## src/rtl/core/gwef_pkg.sv

```systemverilog
// ----------------------------------------------------------------------------
// gwef_pkg
// Shared types and constants of the gapped window energy filter core.
// ----------------------------------------------------------------------------
package gwef_pkg;

  localparam int VAL_W      = 24;
  localparam int SAMPLE_W   = 16;
  localparam int CNT_W      = 10;
  localparam int L_W        = 7;
  localparam int G_W        = 8;
  localparam int CFG_IDX_W  = 2;
  localparam int CFG_DATA_W = 8;

  localparam int DELAY_DEPTH_DEF = 512;
  localparam int SAMPLE_BITS_DEF = 16;

  localparam int QUEUE_DEPTH = 4;
  localparam int QPTR_W      = $clog2(QUEUE_DEPTH);
  localparam int QCNT_W      = $clog2(QUEUE_DEPTH + 1);

  localparam logic [CFG_IDX_W-1:0] REG_WINDOW_LENGTH = CFG_IDX_W'(0);
  localparam logic [CFG_IDX_W-1:0] REG_GAP_LENGTH    = CFG_IDX_W'(1);

  localparam logic [L_W-1:0]   WINDOW_RESET = L_W'(50);
  localparam logic [G_W-1:0]   GAP_RESET    = G_W'(50);
  localparam logic [CNT_W-1:0] COUNT_MAX    = '1;

  typedef logic signed [VAL_W-1:0] val_t;

  localparam val_t VAL_MIN = {1'b1, {(VAL_W-1){1'b0}}};

  typedef struct packed {
    logic signed [SAMPLE_W-1:0] sample;
    logic                       frame_last;
  } in_item_t;

  typedef struct packed {
    val_t filter_value;
    logic filter_valid;
    val_t peak_value;
    logic frame_done;
  } out_item_t;

  // one classified sample with its delay line taps, zero where a tap is unused
  typedef struct packed {
    val_t x;
    val_t tap_late_out;
    val_t tap_early_in;
    val_t tap_early_out;
    logic valid;
    logic last;
  } work_item_t;

endpackage

```

## src/rtl/core/gwef_queue.sv

```systemverilog
// ----------------------------------------------------------------------------
// gwef_queue
// Short register queue between the front and the back of the filter.
// ----------------------------------------------------------------------------
module gwef_queue import gwef_pkg::*; (
  input  logic              clk,
  input  logic              rst_n,
  input  logic              push,
  input  work_item_t        push_data,
  input  logic              pop,
  output work_item_t        head,
  output logic              empty,
  output logic [QCNT_W-1:0] count
);

  work_item_t        slot_r [QUEUE_DEPTH];
  logic [QPTR_W-1:0] wr_ptr_r, rd_ptr_r;
  logic [QCNT_W-1:0] count_r;

  always_ff @(posedge clk) begin
    if (!rst_n) begin
      wr_ptr_r <= '0;
      rd_ptr_r <= '0;
      count_r  <= '0;
    end else begin
      if (push) begin
        wr_ptr_r <= wr_ptr_r + QPTR_W'(1);
      end
      if (pop) begin
        rd_ptr_r <= rd_ptr_r + QPTR_W'(1);
      end
      if (push && !pop) begin
        count_r <= count_r + QCNT_W'(1);
      end else if (pop && !push) begin
        count_r <= count_r - QCNT_W'(1);
      end
    end
  end

  always_ff @(posedge clk) begin
    if (push) begin
      slot_r[wr_ptr_r] <= push_data;
    end
  end

  assign head  = slot_r[rd_ptr_r];
  assign empty = count_r == '0;
  assign count = count_r;

endmodule

```

## config.mk

```make
export PLATFORM = sky130hd
export DESIGN_NAME = gwef_queue
export DESIGN_NICKNAME = d
export VERILOG_FILES = /design/src/rtl/core/gwef_pkg.sv /design/src/rtl/core/gwef_queue.sv
export SDC_FILE = /design/constraint.sdc
export NUM_CORES = 1
export LEC_CHECK = 0
export ABC_AREA = 1
export BUFFER_PORTS_ARGS = -buffer_cell sky130_fd_sc_hd__buf_2
export CAP_MARGIN = 5
export CORE_ASPECT_RATIO = 0.8
export CORE_MARGIN = 10
export CORE_UTILIZATION = 56
export DETAILED_ROUTE_END_ITERATION = 10
export GPL_TIMING_DRIVEN = 0
export PLACE_DENSITY = 0.78
export REMOVE_ABC_BUFFERS = 1
export SKIP_CTS_REPAIR_TIMING = 1
export SLEW_MARGIN = 15
export SYNTH_ARGS = -nofsm -noshare
export SYNTH_HDL_FRONTEND = slang
export SYNTH_SLANG_ARGS = --single-unit
```

## constraint.sdc

```tcl
create_clock -name clk -period 4 [get_ports clk]
set_clock_uncertainty 0.15 [all_clocks]
set_input_delay 0.2 -clock clk [delete_from_list [all_inputs] [get_ports clk]]
set_output_delay 0.2 -clock clk [all_outputs]
set_load 0.01 [all_outputs]
```

==> impl_metrics.toml <==
[timing]
slew_headroom_pct = 23.8
fmax_ghz = 0.328
hold_violations = 0
rsz0062_at_grt = "false"
setup-violations-final = 0
layout_setup_ws_ns = 0.950
fin_crit_ns = 3.05
slew_violations = 0
tightestPinTransition_ns = 1.14
timing.final.crit_share_pct = 76.3

[floorplanning]
num_rows = 53
coreArea_um2 = 26300
start_util_pct = 56.9
die_w_um = 203
die-area_um2 = 33700
ioPinCount = 204
die_y_um = 166

[detailed_routing]
final_antenna_net_count = 0
avgRoutedWirePerCell_um = 20.6
route.detailed.drc = 0
drt_wl_total_um = 34700
vias = 9495
drtIter0Drc = 829
dr.pass1.iters = 5
vias_per_cell = 5.65

[logic_synthesis]
synth_most_common_cell = "edfxtp_1"
yosys_most_used_dff = "edfxtp_1"
syn_avg_cell_area_um2 = 14.9
netlist_top_cells_area = "edfxtp_1 (79%), o21ai_0 (5.2%), nor2_1 (5.0%), o22ai_1 (4.1%), o21ai_1 (1.6%)"
synth_area_um2 = 15000
ys_types = 22
ys_warn_count = 0
synth_edf_count = 392
synth_top_area_share_pct = 78.7
synth.largest_area_cell = "edfxtp_1"
netlist_top_cells_count = "edfxtp_1 (392), nor2_1 (201), o21ai_0 (155), o22ai_1 (98), o21ai_1 (47)"
synthArstFlopShare_pct = 0
synthCells = 1005
synth-seq-cells = 401
yosysSeqAreaShare_pct = 79.9

[place]
hpwl_um = 18400
gp_congestion = 0.702
dp_slack_ns = 1.57
io_buffers = 203

[worst_setup_path]
worstSetupPathType = "reg2out"
cp_max_fo = 196
slowest_delay_ns = 0.78
cp_cell_sequence = "inv_8, nor2_1, o22ai_1, buf_2"
required_ns = 3.65
crit_slowest_cell = "inv_8"
critPathLaunchType = "register"
arrival_ns = 2.70
end_kind = "primary output"

[cts]
clk_pin_slew_ns = 0.06
clock_latency_ns = 0.51
cts.path.max_buffers = 3
clockRootBuffer = "clkbuf_16"
cts_max_level = 2
clock_sinks = 401
cts-buffers-inserted = 38
cts_tree = "yes"

[grt]
antenna_found_initial = 3
groute.usage.overall_pct = 18.3
grt_max_degree = 197
grt_pass1_wl_um = 49400
grt_pass1_vias = 8932
grt_overflow = 0

[cells_and_area]
nFillCells = 1675
multiInputGateArea_um2 = 2530
drive_gt1_share_pct = 20.6
syn_to_final_growth_pct = 23.6
final_net_count = 1401
final_util_pct = 70.4
regArea_um2 = 12000

[run_status]
outcome = "completed"

[power]
p_total_uw = 9240
p_leak_uw = 0.00652
peakVddDrop_uv = 410
p_per_area_nw_per_um2 = 500

[hold_path]
hp-class = "in2reg"

[run]
maxCapViolCount = 0
## layer usage
metal  part of all wire [%]  vias to the layer above  routed length, um  GRT usage, %
met2                     49                      453              16900          29.1
met4                    1.8                        0                636          5.28
met3                    8.8                       50               3040          5.05
li1                       -                     4380                  -             -
met1                     41                     4612              14100          24.4
met5                      0                        -                  0             0
## flip-flops by register name, summed over array words and instances, names as in the netlist, named ones only
register,count
count,3
slot_r,392
rd_ptr_r,2
wr_ptr_r,2
## path summary, 6_finish.rpt
check | from | to | slack, ns | depth (start not counted)
setup / recovery | register | head[88] | 0.95 | 4
hold / removal | push_data[70] | slot_r[1][70]$_DFFE_PP_ | 0.29 | 2
setup reg to reg | wr_ptr_r[0]$_SDFFE_PN0P_ | slot_r[2][3]$_DFFE_PP_ | 2.00 | 5
hold reg to reg | rd_ptr_r[1]$_SDFFE_PN0P_ | register | 0.30 | 1
## kinds of logic after synthesis
kind of cell / count (synthesis) / synth area share, %
flops: 401 / 79.9
compound gates: 304 / 11.0
simple gates: 213 / 5.38
buf+inv: 81 / 3.13
fa+ha+maj: 6 / 0.552
## through the flow
step                      instances  hold WS, ns  area, um2  setup TNS (ns)
after CTS                      1576       -0.274      17500               0
after global placement         1501        0.262      16000         -653.52
after detailed placement       1509        0.266      16300               0
after floorplan                 941        0.149      14600         -117.02
after global routing           1679        0.291      18500               0
final                          1680        0.288      18500               0
## final cells by class
type / count / area share [%]
timing repair buffer: 312 / 12.1
clock buffer: 47 / 5.67
clock inverter: 20 / 0.819
sequential: 401 / 64.7
tap: 357 / 2.42
inverter: 17 / 0.508
multi-input combinational: 523 / 13.7
antenna: 3 / 0.0406
## report_power, final
group	switching (uW)	internal, uW	leakage (uW)
combinational	574	340	0.00225
clock	1460	1990	0.000595
sequential	68.7	4800	0.00368
total	2100	7130	0.00652
## cells in the final DEF, fill, tap and decap left out
master and count:
edfxtp_1 392, nand4_1 1, buf_2 203, dfxtp_1 7
o22ai_1 98, o21ai_1 47, clkinv_2 9, o21ai_0 155
dfxtp_4 2, bufinv_16 2, clkbuf_16 41, ha_1 5
clkinv_1 8, nor2_1 201, buf_12 1, clkinv_8 1
nand2_1 9, inv_4 1, buf_16 7, clkbuf_1 6
inv_8 1, nor3_1 1, dlygate4sd3_1 101, diode_2 3
inv_1 11, a21oi_1 4, fa_1 1, nand3_1 1
inv_6 4
## critical path, delay by kind of cell, from the launching register on
family	cells	cell delay [ns]
AO/OA/AOI/OAI	1	0.33
buffers and inverters	2	0.98
AND/OR/NAND/NOR	1	0.13
flip-flops	1	0.54
(Power assumes the default switching activity.)
