--- src/rtl/core/gwef_pkg.sv ---
// ----------------------------------------------------------------------------
// gwef_pkg
// Shared types and constants of the gapped window energy filter core.
// ----------------------------------------------------------------------------
package gwef_pkg;

  localparam int VAL_W      = 24;
  localparam int SAMPLE_W   = 16;
  localparam int CNT_W      = 10;
  localparam int L_W        = 7;
  localparam int G_W        = 8;
  localparam int CFG_IDX_W  = 2;
  localparam int CFG_DATA_W = 8;

  localparam int DELAY_DEPTH_DEF = 512;
  localparam int SAMPLE_BITS_DEF = 16;

  localparam int QUEUE_DEPTH = 4;
  localparam int QPTR_W      = $clog2(QUEUE_DEPTH);
  localparam int QCNT_W      = $clog2(QUEUE_DEPTH + 1);

  localparam logic [CFG_IDX_W-1:0] REG_WINDOW_LENGTH = CFG_IDX_W'(0);
  localparam logic [CFG_IDX_W-1:0] REG_GAP_LENGTH    = CFG_IDX_W'(1);

  localparam logic [L_W-1:0]   WINDOW_RESET = L_W'(50);
  localparam logic [G_W-1:0]   GAP_RESET    = G_W'(50);
  localparam logic [CNT_W-1:0] COUNT_MAX    = '1;

  typedef logic signed [VAL_W-1:0] val_t;

  localparam val_t VAL_MIN = {1'b1, {(VAL_W-1){1'b0}}};

  typedef struct packed {
    logic signed [SAMPLE_W-1:0] sample;
    logic                       frame_last;
  } in_item_t;

  typedef struct packed {
    val_t filter_value;
    logic filter_valid;
    val_t peak_value;
    logic frame_done;
  } out_item_t;

  // one classified sample with its delay line taps, zero where a tap is unused
  typedef struct packed {
    val_t x;
    val_t tap_late_out;
    val_t tap_early_in;
    val_t tap_early_out;
    logic valid;
    logic last;
  } work_item_t;

endpackage

--- src/rtl/core/gwef_back.sv ---
// ----------------------------------------------------------------------------
// gwef_back
// Window sums, filter difference and frame peak, ending in the result register.
// ----------------------------------------------------------------------------
module gwef_back import gwef_pkg::*; (
  input  logic       clk,
  input  logic       rst_n,
  input  work_item_t q_head,
  input  logic       q_empty,
  output logic       q_pop,
  output logic       out_empty,
  input  logic       out_pop,
  output out_item_t  out_data
);

  val_t late_r, early_r;
  val_t late_nxt, early_nxt;
  val_t peak_r, peak_nxt;
  logic seen_r;

  logic s1_v_r, s1_valid_r, s1_last_r;
  val_t s1_late_r, s1_early_r;

  logic s2_v_r, s2_valid_r, s2_last_r;
  val_t s2_value_r;

  logic      out_v_r;
  out_item_t out_data_r;

  logic s1_rdy, s2_rdy, s3_rdy;
  logic take_peak;

  assign s3_rdy = !out_v_r || out_pop;
  assign s2_rdy = !s2_v_r || s3_rdy;
  assign s1_rdy = !s1_v_r || s2_rdy;
  assign q_pop  = !q_empty && s1_rdy;

  assign late_nxt  = late_r + q_head.x - q_head.tap_late_out;
  assign early_nxt = early_r + q_head.tap_early_in - q_head.tap_early_out;

  assign take_peak = s2_valid_r && (!seen_r || (s2_value_r > peak_r));
  assign peak_nxt  = take_peak ? s2_value_r : peak_r;

  always_ff @(posedge clk) begin
    if (!rst_n) begin
      late_r  <= '0;
      early_r <= '0;
      peak_r  <= VAL_MIN;
      seen_r  <= 1'b0;
      s1_v_r  <= 1'b0;
      s2_v_r  <= 1'b0;
      out_v_r <= 1'b0;
    end else begin
      if (s1_rdy) begin
        s1_v_r <= q_pop;
      end
      if (s2_rdy) begin
        s2_v_r <= s1_v_r;
      end
      if (s3_rdy) begin
        out_v_r <= s2_v_r;
      end
      if (q_pop) begin
        late_r  <= q_head.last ? '0 : late_nxt;
        early_r <= q_head.last ? '0 : early_nxt;
      end
      if (s3_rdy && s2_v_r) begin
        peak_r <= s2_last_r ? VAL_MIN : peak_nxt;
        seen_r <= s2_last_r ? 1'b0 : (seen_r || s2_valid_r);
      end
    end
  end

  always_ff @(posedge clk) begin
    if (q_pop) begin
      s1_late_r  <= late_nxt;
      s1_early_r <= early_nxt;
      s1_valid_r <= q_head.valid;
      s1_last_r  <= q_head.last;
    end
    if (s2_rdy && s1_v_r) begin
      s2_value_r <= s1_valid_r ? (s1_late_r - s1_early_r) : '0;
      s2_valid_r <= s1_valid_r;
      s2_last_r  <= s1_last_r;
    end
    if (s3_rdy && s2_v_r) begin
      out_data_r.filter_value <= s2_value_r;
      out_data_r.filter_valid <= s2_valid_r;
      out_data_r.peak_value   <= peak_nxt;
      out_data_r.frame_done   <= s2_last_r;
    end
  end

  assign out_empty = !out_v_r;
  assign out_data  = out_data_r;

endmodule

--- config.mk ---
export PLATFORM = sky130hd
export DESIGN_NAME = gwef_back
export DESIGN_NICKNAME = d
export VERILOG_FILES = /design/src/rtl/core/gwef_pkg.sv /design/src/rtl/core/gwef_back.sv
export SDC_FILE = /design/constraint.sdc
export NUM_CORES = 1
export LEC_CHECK = 0
export ABC_AREA = 1
export BUFFER_PORTS_ARGS = -buffer_cell sky130_fd_sc_hd__clkbuf_2
export CORE_ASPECT_RATIO = 1.1
export CORE_UTILIZATION = 41
export DETAILED_ROUTE_END_ITERATION = 10
export GPL_TIMING_DRIVEN = 0
export HOLD_SLACK_MARGIN = 0.02
export PLACE_DENSITY = 0.64
export SLEW_MARGIN = 20
export SYNTH_ARGS = -nofsm -noshare
export SYNTH_HDL_FRONTEND = slang
export SYNTH_SLANG_ARGS = --single-unit
--- constraint.sdc ---
create_clock -name clk -period 3.7 [get_ports clk]
set_input_delay 0.555 -clock clk [delete_from_list [all_inputs] [get_ports clk]]
set_output_delay 0.555 -clock clk [all_outputs]
set_load 0.03 [all_outputs]
==> flow_metrics.tcl, run 1 <==
set metrics [dict create \
    ioPinCount 154 \
    cts.reportedPaths.clkPinSlew_ps 60 \
    synthesis.instances 1553 \
    core_area_um2 31310 \
    synthMostInstantiatedCell "inv_1" \
    post_drt_wl_per_cell_um 14.38 \
    async_flop_share_pct 0 \
    slew_headroom_pct 37.18 \
    timing.final.hold_violations 0 \
    finalSetupTns_ps 0 \
    outcome "complete, no violations" \
    static-leakage-power_nw 7.055 \
    area_overhead_of_the_layout_relative_to_synthesis_pct 16.21 \
    post_synthesis_register_bit_count 202 \
    hold_class "in2reg" \
    totalWireLength_um 31210 \
    gr-usage-all-layers_pct 19.47 \
    max_stage_delay_ps 320 \
    detailedRoute.firstPassIterationCount 5 \
    grt_antenna_before_repair 0 \
    cp-end-kind "primary output" \
    slowest_stage "clkbuf_4" \
    placedCellCount 2128 \
    post_layout_nonfiller_instances 2170 \
    detail_route.drc_violations 0 \
    finalCriticalPeriod_ps 3433 \
    height_of_the_die_um 188.9 \
    timing_max_transition_violations_final 0 \
    fp-row-count 68 \
    cts_root_buf "clkbuf_16" \
    num_antenna_cells 0 \
    ant_nets 0 \
    cts-htree-levels 1 \
    number_of_buffers_created_by_cts 23 \
    detailedRoute.firstIterationViolations 486 \
    synth-main-ff-cell "edfxtp_1" \
    post_synth_main_area_contributors "edfxtp_1, dfxtp_1, inv_1" \
    start_util_pct 41.57 \
    grt.overflow.total 0 \
    cts_tree "done" \
    post_route_cells_drive_above_1_share_pct 13.31 \
    vias_in_the_first_global_route 10045 \
    library_cells_used_by_synthesis 39 \
    critical_path.cell_chain "inv_1 -> or2_2 -> nor2_1 -> nand2_1 -> nand2_1 -> clkbuf_4 -> buf_2 -> inv_2 -> buf_12 -> clkbuf_2" \
    setup_viol 0 \
    vias 10402 \
    min_period_over_period_pct 92.78 \
    setup.worst_path.class "reg2out" \
    synth_area_leader_cell "edfxtp_1" \
    power-per-cell-area_nw_per_um2 588.9 \
    synth-edff-count 126 \
    clkLatencyLatePin_ps 530 \
    synthDominantCellAreaShare_pct 29.07 \
    yosys_warnings 0 \
    worst_slack_on_hold_paths_ps 245.3 \
    ctsLongestPathBuffers 3 \
    cts_hold_buf 0 \
    cpMostUsedCell "nand2_1" \
    crit_family "buffers and inverters" \
    critical_path_peak_fanout 35 \
    place.port_buffers 153 \
    place_hpwl_um 25530 \
    max-vdd-ir-drop_v 0.0003161 \
    placement.setup.worst_slack_ps 384.9 \
    cts.sink_count 202 \
    max_freq_mhz 291.3 \
    fillers 3124 \
    synth_seq_area_share_pct 40.76 \
    report.power.total_mw 8.907 \
    post_synth_most_frequent_cells "inv_1, nand2_1, a21oi_1" \
    worst_slack_ps 267.0 \
    rsz_0062_raised_after_global_routing "false" \
    detail_route.vias_per_cell 4.794 \
    grt_first_pass_wirelength_um 49820 \
    dieArea_um2 32460 \
    worst-path-buf-inv 6 \
    synthesis.area_um2 13010 \
    design.final.nets 1977 \
    gp_congestion 0.8915 \
    required_ps 3140 \
    max_cap_violations 0 \
    timing.critical_path.arrival_ps 2880 \
    finClkSkew_ps 19.79 \
    chipWidth_um 171.9 \
    grt_start_max_net_pins 40 \
    cp-start-kind "flop" \
    avgSynthCellArea_um2 8.381 \
    synthesized_netlist_net_count 1797 \
    worst-slew-pin-transition_ps 941.3 \
]
==> worst reg2reg max path: cells and delay by family (launching register included) <==
family,cells,cell delay (ps)
AOI/OAI and AO/OA,2,330
adders and majority gates,2,850
buffers and inverters,2,110
DFF,1,330
and+or+nand+nor,7,1070
==> layer usage <==
metal  global-route usage (%)  part of all wire (%)
met5                        0                     0
met2                    34.41                    49
met4                    5.650                   2.5
met1                    24.74                    45
met3                    2.320                   4.1
==> cell families after synthesis <==
family                     synth area share (%)
and+or+nand+nor                           17.98
AOI/OAI and AO/OA                         11.82
buffers and inverters                     10.65
xor gates and xnor gates                  2.423
adders and majority gates                 16.36
DFF                                       40.76
==> where the power goes <==
part	switching, mW	internal (mW)	leakage [nW]	total, mW
registers	0.175	2.87	1.82	3.04
logic	2.28	1.25	4.86	3.53
clock network	0.988	1.35	0.377	2.34
total	3.44	5.47	7.05	8.91
==> path summary, 6_finish.rpt <==
path | from | end | slack (ps) | cells after the start
worst min-delay path | q_empty | s1_v_r | 250 | 2
worst min register to register | s1_last_r | s2_last_r | 420 | 0
worst max-delay path | out_v_r | q_pop | 270 | 10
worst max register to register | late_r[2] | s1_late_r[18] | 760 | 13
==> layout by cell type, fill, tap and decap left out, drive strengths merged, types with 2 or more instances in the layout <==
cell	Yosys	routed
nand2	296	296
xnor2	12	12
o21bai	12	12
a221oi	2	2
nand4	7	7
o21ai	55	55
and2	38	38
o21a	9	9
a21o	11	11
a21boi	4	4
a31oi	2	2
clkbuf	16	197
nand3	85	85
o211ai	4	4
clkinvlp	0	2
nor2	71	71
dfxtp	76	76
inv	333	340
edfxtp	126	126
xor2	24	24
bufinv	0	2
fa	47	47
or2	9	9
a22oi	4	4
nor3	16	16
buf	14	15
nor4	3	3
a21oi	171	171
a211oi	3	3
clkinv	0	4
ha	95	95
nand3b	7	7
==> sequential cells by signal, indices dropped and copies added, names as in the netlist <==
name,flops
s1_valid_r,1
s1_v_r,1
s2_valid_r,1
out_data,50
s1_early_r,24
seen_r,1
late_r,24
s2_last_r,1
early_r,24
s2_value_r,24
peak_r,24
s1_late_r,24
out_v_r,1
s1_last_r,1
s2_v_r,1
==> metrics by stage <==
step,instance area (um2),utilization (%)
after floorplan,13020,-
after global placement,14310,45.69
after detailed placement,14350,45.82
after CTS,15120,48.30
after global routing,15120,48.31
final,15120,48.31
==> layout make-up <==
cell class	count	area [um2]	area share (%)
clock buffers	27	610.6	4.037
plain buffers	30	138.9	0.9183
multi-input cells	988	6324	41.81
repair buffers	155	805.8	5.328
inverters	333	1250	8.264
clock inverters	15	165.2	1.092
flip-flops and latches	202	5305	35.08
well taps	420	525.5	3.475
==> what timing repair did <==
action                                  in CTS  in global routing
setup buffers                                0                  0
gates resized for setup                      0                  1
endpoints found under the setup margin       0                  1
No activity file was read; power rests on OpenSTA's default activity.
==> run 2: changes to the inputs <==
--- a/config.mk
+++ b/config.mk
@@ -8,11 +8,11 @@
 export ABC_AREA = 1
 export BUFFER_PORTS_ARGS = -buffer_cell sky130_fd_sc_hd__clkbuf_2
 export CORE_ASPECT_RATIO = 1.1
-export CORE_UTILIZATION = 41
+export CORE_UTILIZATION = 60
 export DETAILED_ROUTE_END_ITERATION = 10
 export GPL_TIMING_DRIVEN = 0
 export HOLD_SLACK_MARGIN = 0.02
-export PLACE_DENSITY = 0.64
+export PLACE_DENSITY = 0.86
 export SLEW_MARGIN = 20
 export SYNTH_ARGS = -nofsm -noshare
 export SYNTH_HDL_FRONTEND = slang
==> run 2 against run 1 <==
  * Clock power down 8.5%
  * Worst setup slack worse by 95 ps
  * Combinational power about the same
  * Count of clock-buffer cells in the layout down 2
  * Wire length down 4.1%
  * Clock skew down 8.4 ps
  * Utilization up 22 points
  * Final cell count down 6.2%
  * Register-to-register slack better by 50 ps
  * Total power down 2.2%
==> flow_metrics.tcl, run 2 (synthesized netlist as in run 1, its figures left out) <==
set metrics [dict create \
    setup.worst_path.start "out_v_r" \
    fp-row-count 56 \
    area_overhead_of_the_layout_relative_to_synthesis_pct 14.32 \
    hold_start "q_empty" \
    cts-htree-levels 1 \
    place_hpwl_um 23800 \
    cts.reportedPaths.clkPinSlew_ps 60 \
    ctsLongestPathBuffers 3 \
    cts_hold_buf 0 \
    cts.sink_count 202 \
    outcome "complete, no violations" \
    ant_nets 0 \
    design.final.nets 1975 \
    dieArea_um2 22290 \
    rsz_0062_raised_after_global_routing "false" \
    max_cap_violations 0 \
    crit_family "buffers and inverters" \
    start_util_pct 61.10 \
    grt_antenna_before_repair 0 \
    detailedRoute.firstIterationViolations 646 \
    cts_tree "done" \
    detail_route.vias_per_cell 5.274 \
    place.port_buffers 153 \
    max-vdd-ir-drop_v 0.0003165 \
    cts_post_setup_buffers_inserted 0 \
    max_freq_mhz 283.5 \
    gp_congestion 0.9290 \
    gr-usage-all-layers_pct 27.85 \
    totalWireLength_um 29920 \
    min_period_over_period_pct 95.34 \
    mostFrequentLayoutCell "inv_1" \
    setup_viol 0 \
    cp-start-kind "flop" \
    num_antenna_cells 0 \
    post_drt_wl_per_cell_um 14.70 \
    max_stage_delay_ps 390 \
    final_cell_mix "inv_1, nand2_1, a21oi_1, clkbuf_2, edfxtp_1" \
    post_route_cells_drive_above_1_share_pct 12.95 \
    ioPinCount 154 \
    core_area_um2 21300 \
    power-per-cell-area_nw_per_um2 585.3 \
    number_of_buffers_created_by_cts 21 \
    grt_first_pass_wirelength_um 49020 \
    timing.critical_path.arrival_ps 2970 \
    finalSetupTns_ps 0 \
    critical_path_peak_fanout 36 \
    timing.final.hold_violations 0 \
    timing_max_transition_violations_final 0 \
    slowest_stage "buf_2" \
    cp-end-kind "primary output" \
    grt.overflow.total 0 \
    hold_class "in2reg" \
    clkLatencyLatePin_ps 500 \
    chipWidth_um 142.4 \
    worst-path-buf-inv 6 \
    largest_register_ffs 50 \
    critical_path_depth 10 \
    slew_headroom_pct 35.99 \
    detail_route.drc_violations 0 \
    hold_depth 2 \
    finClkSkew_ps 11.42 \
    required_ps 3140 \
    gates_resized_cts_repair 0 \
    grt_start_max_net_pins 44 \
    critical_path.cell_chain "inv_1 -> or2_2 -> nor2_1 -> nand2_1 -> nand2_1 -> buf_2 -> buf_2 -> inv_2 -> buf_12 -> clkbuf_2" \
    setup.worst_path.class "reg2out" \
    cts_root_buf "clkbuf_16" \
    worstReg2RegStart "early_r[3]" \
    detailedRoute.firstPassIterationCount 5 \
    finalCriticalPeriod_ps 3528 \
    vias_in_the_first_global_route 10391 \
    rr_worst_depth 13 \
    height_of_the_die_um 156.5 \
    worst-slew-pin-transition_ps 959.1 \
    static-leakage-power_nw 7.011 \
    vias 10732 \
    fin_util_pct 69.85 \
]
[run 2: cell count changes in the layout (fill, tap and decap cells not counted)]
cell,delta
buf_2,+1
clkbuf_8,-1
clkbuf_16,-2
clkinv_2,-1
clkbuf_1,+1
inv_4,-1
inv_8,+2
inv_6,-3
clkinv_4,-1
clkbuf_4,-1
clkinv_1,+1
[run 2: final cells by class]
class / instances / area [um2]
flip-flops and latches: 202 / 5305
repair buffers: 155 / 805.8
fillers: 1717 / 6421
clock buffers: 25 / 550.5
well taps: 290 / 362.8
multi-input cells: 988 / 6324
inverters: 333 / 1250
clock inverters: 12 / 145.1
plain buffers: 30 / 136.4
[run 2: where the power goes]
| group | switching, mW | total (mW) | internal, mW |
|---|---|---|---|
| clock | 0.913 | 2.14 | 1.23 |
| sequential | 0.175 | 3.04 | 2.86 |
| combinational | 2.27 | 3.53 | 1.25 |
| total | 3.36 | 8.71 | 5.35 |
[run 2: worst paths after layout]
path	slack, ps	endpoint
max	170	q_pop
min	250	s1_v_r
max reg2reg	810	early_r[16]
min reg2reg	420	s2_last_r
[run 2: worst register-to-register path, delay by kind of cell (launching register included)]
| kind | cells | cell delay [ps] |
|---|---|---|
| AO/OA/AOI/OAI | 4 | 890 |
| XOR/XNOR | 1 | 270 |
| adder cells (fa/ha/maj) | 2 | 820 |
| buffers and inverters | 2 | 110 |
| flip-flops | 1 | 340 |
| AND/OR/NAND/NOR | 4 | 420 |
[run 2: through the flow]
| stage | std cells | worst slack [ps] | power, mW | area (um2) | hold WS, ps |
|---|---|---|---|---|---|
| 2_1_floorplan | 1553 | 785.4 | 5.578 | 13020 | 400.3 |
| 3_3_place_gp | 1996 | -237.1 | 6.468 | 14140 | 402.3 |
| 3_5_place_dp | 1998 | 391.3 | 6.537 | 14180 | 405.4 |
| 4_1_cts | 2035 | 173.5 | 8.686 | 14880 | 241.0 |
| 5_1_grt | 2035 | 41.73 | 9.302 | 14880 | 260.3 |
| 6_report | 2035 | 172.2 | 8.708 | 14880 | 247.5 |
[run 2: metal layers]
| layer | part of all wire, % | GRT usage, % | vias up | wire, um |
|---|---|---|---|---|
| met1 | 42 | 34.08 | 4959 | 12490 |
| met3 | 4.7 | 2.326 | 55 | 1405 |
| met5 | 0 | 0 | - | 0 |
| met4 | 2.9 | 9.780 | 0 | 880 |
| li1 | - | - | 5365 | - |
| met2 | 51 | 51.14 | 353 | 15140 |
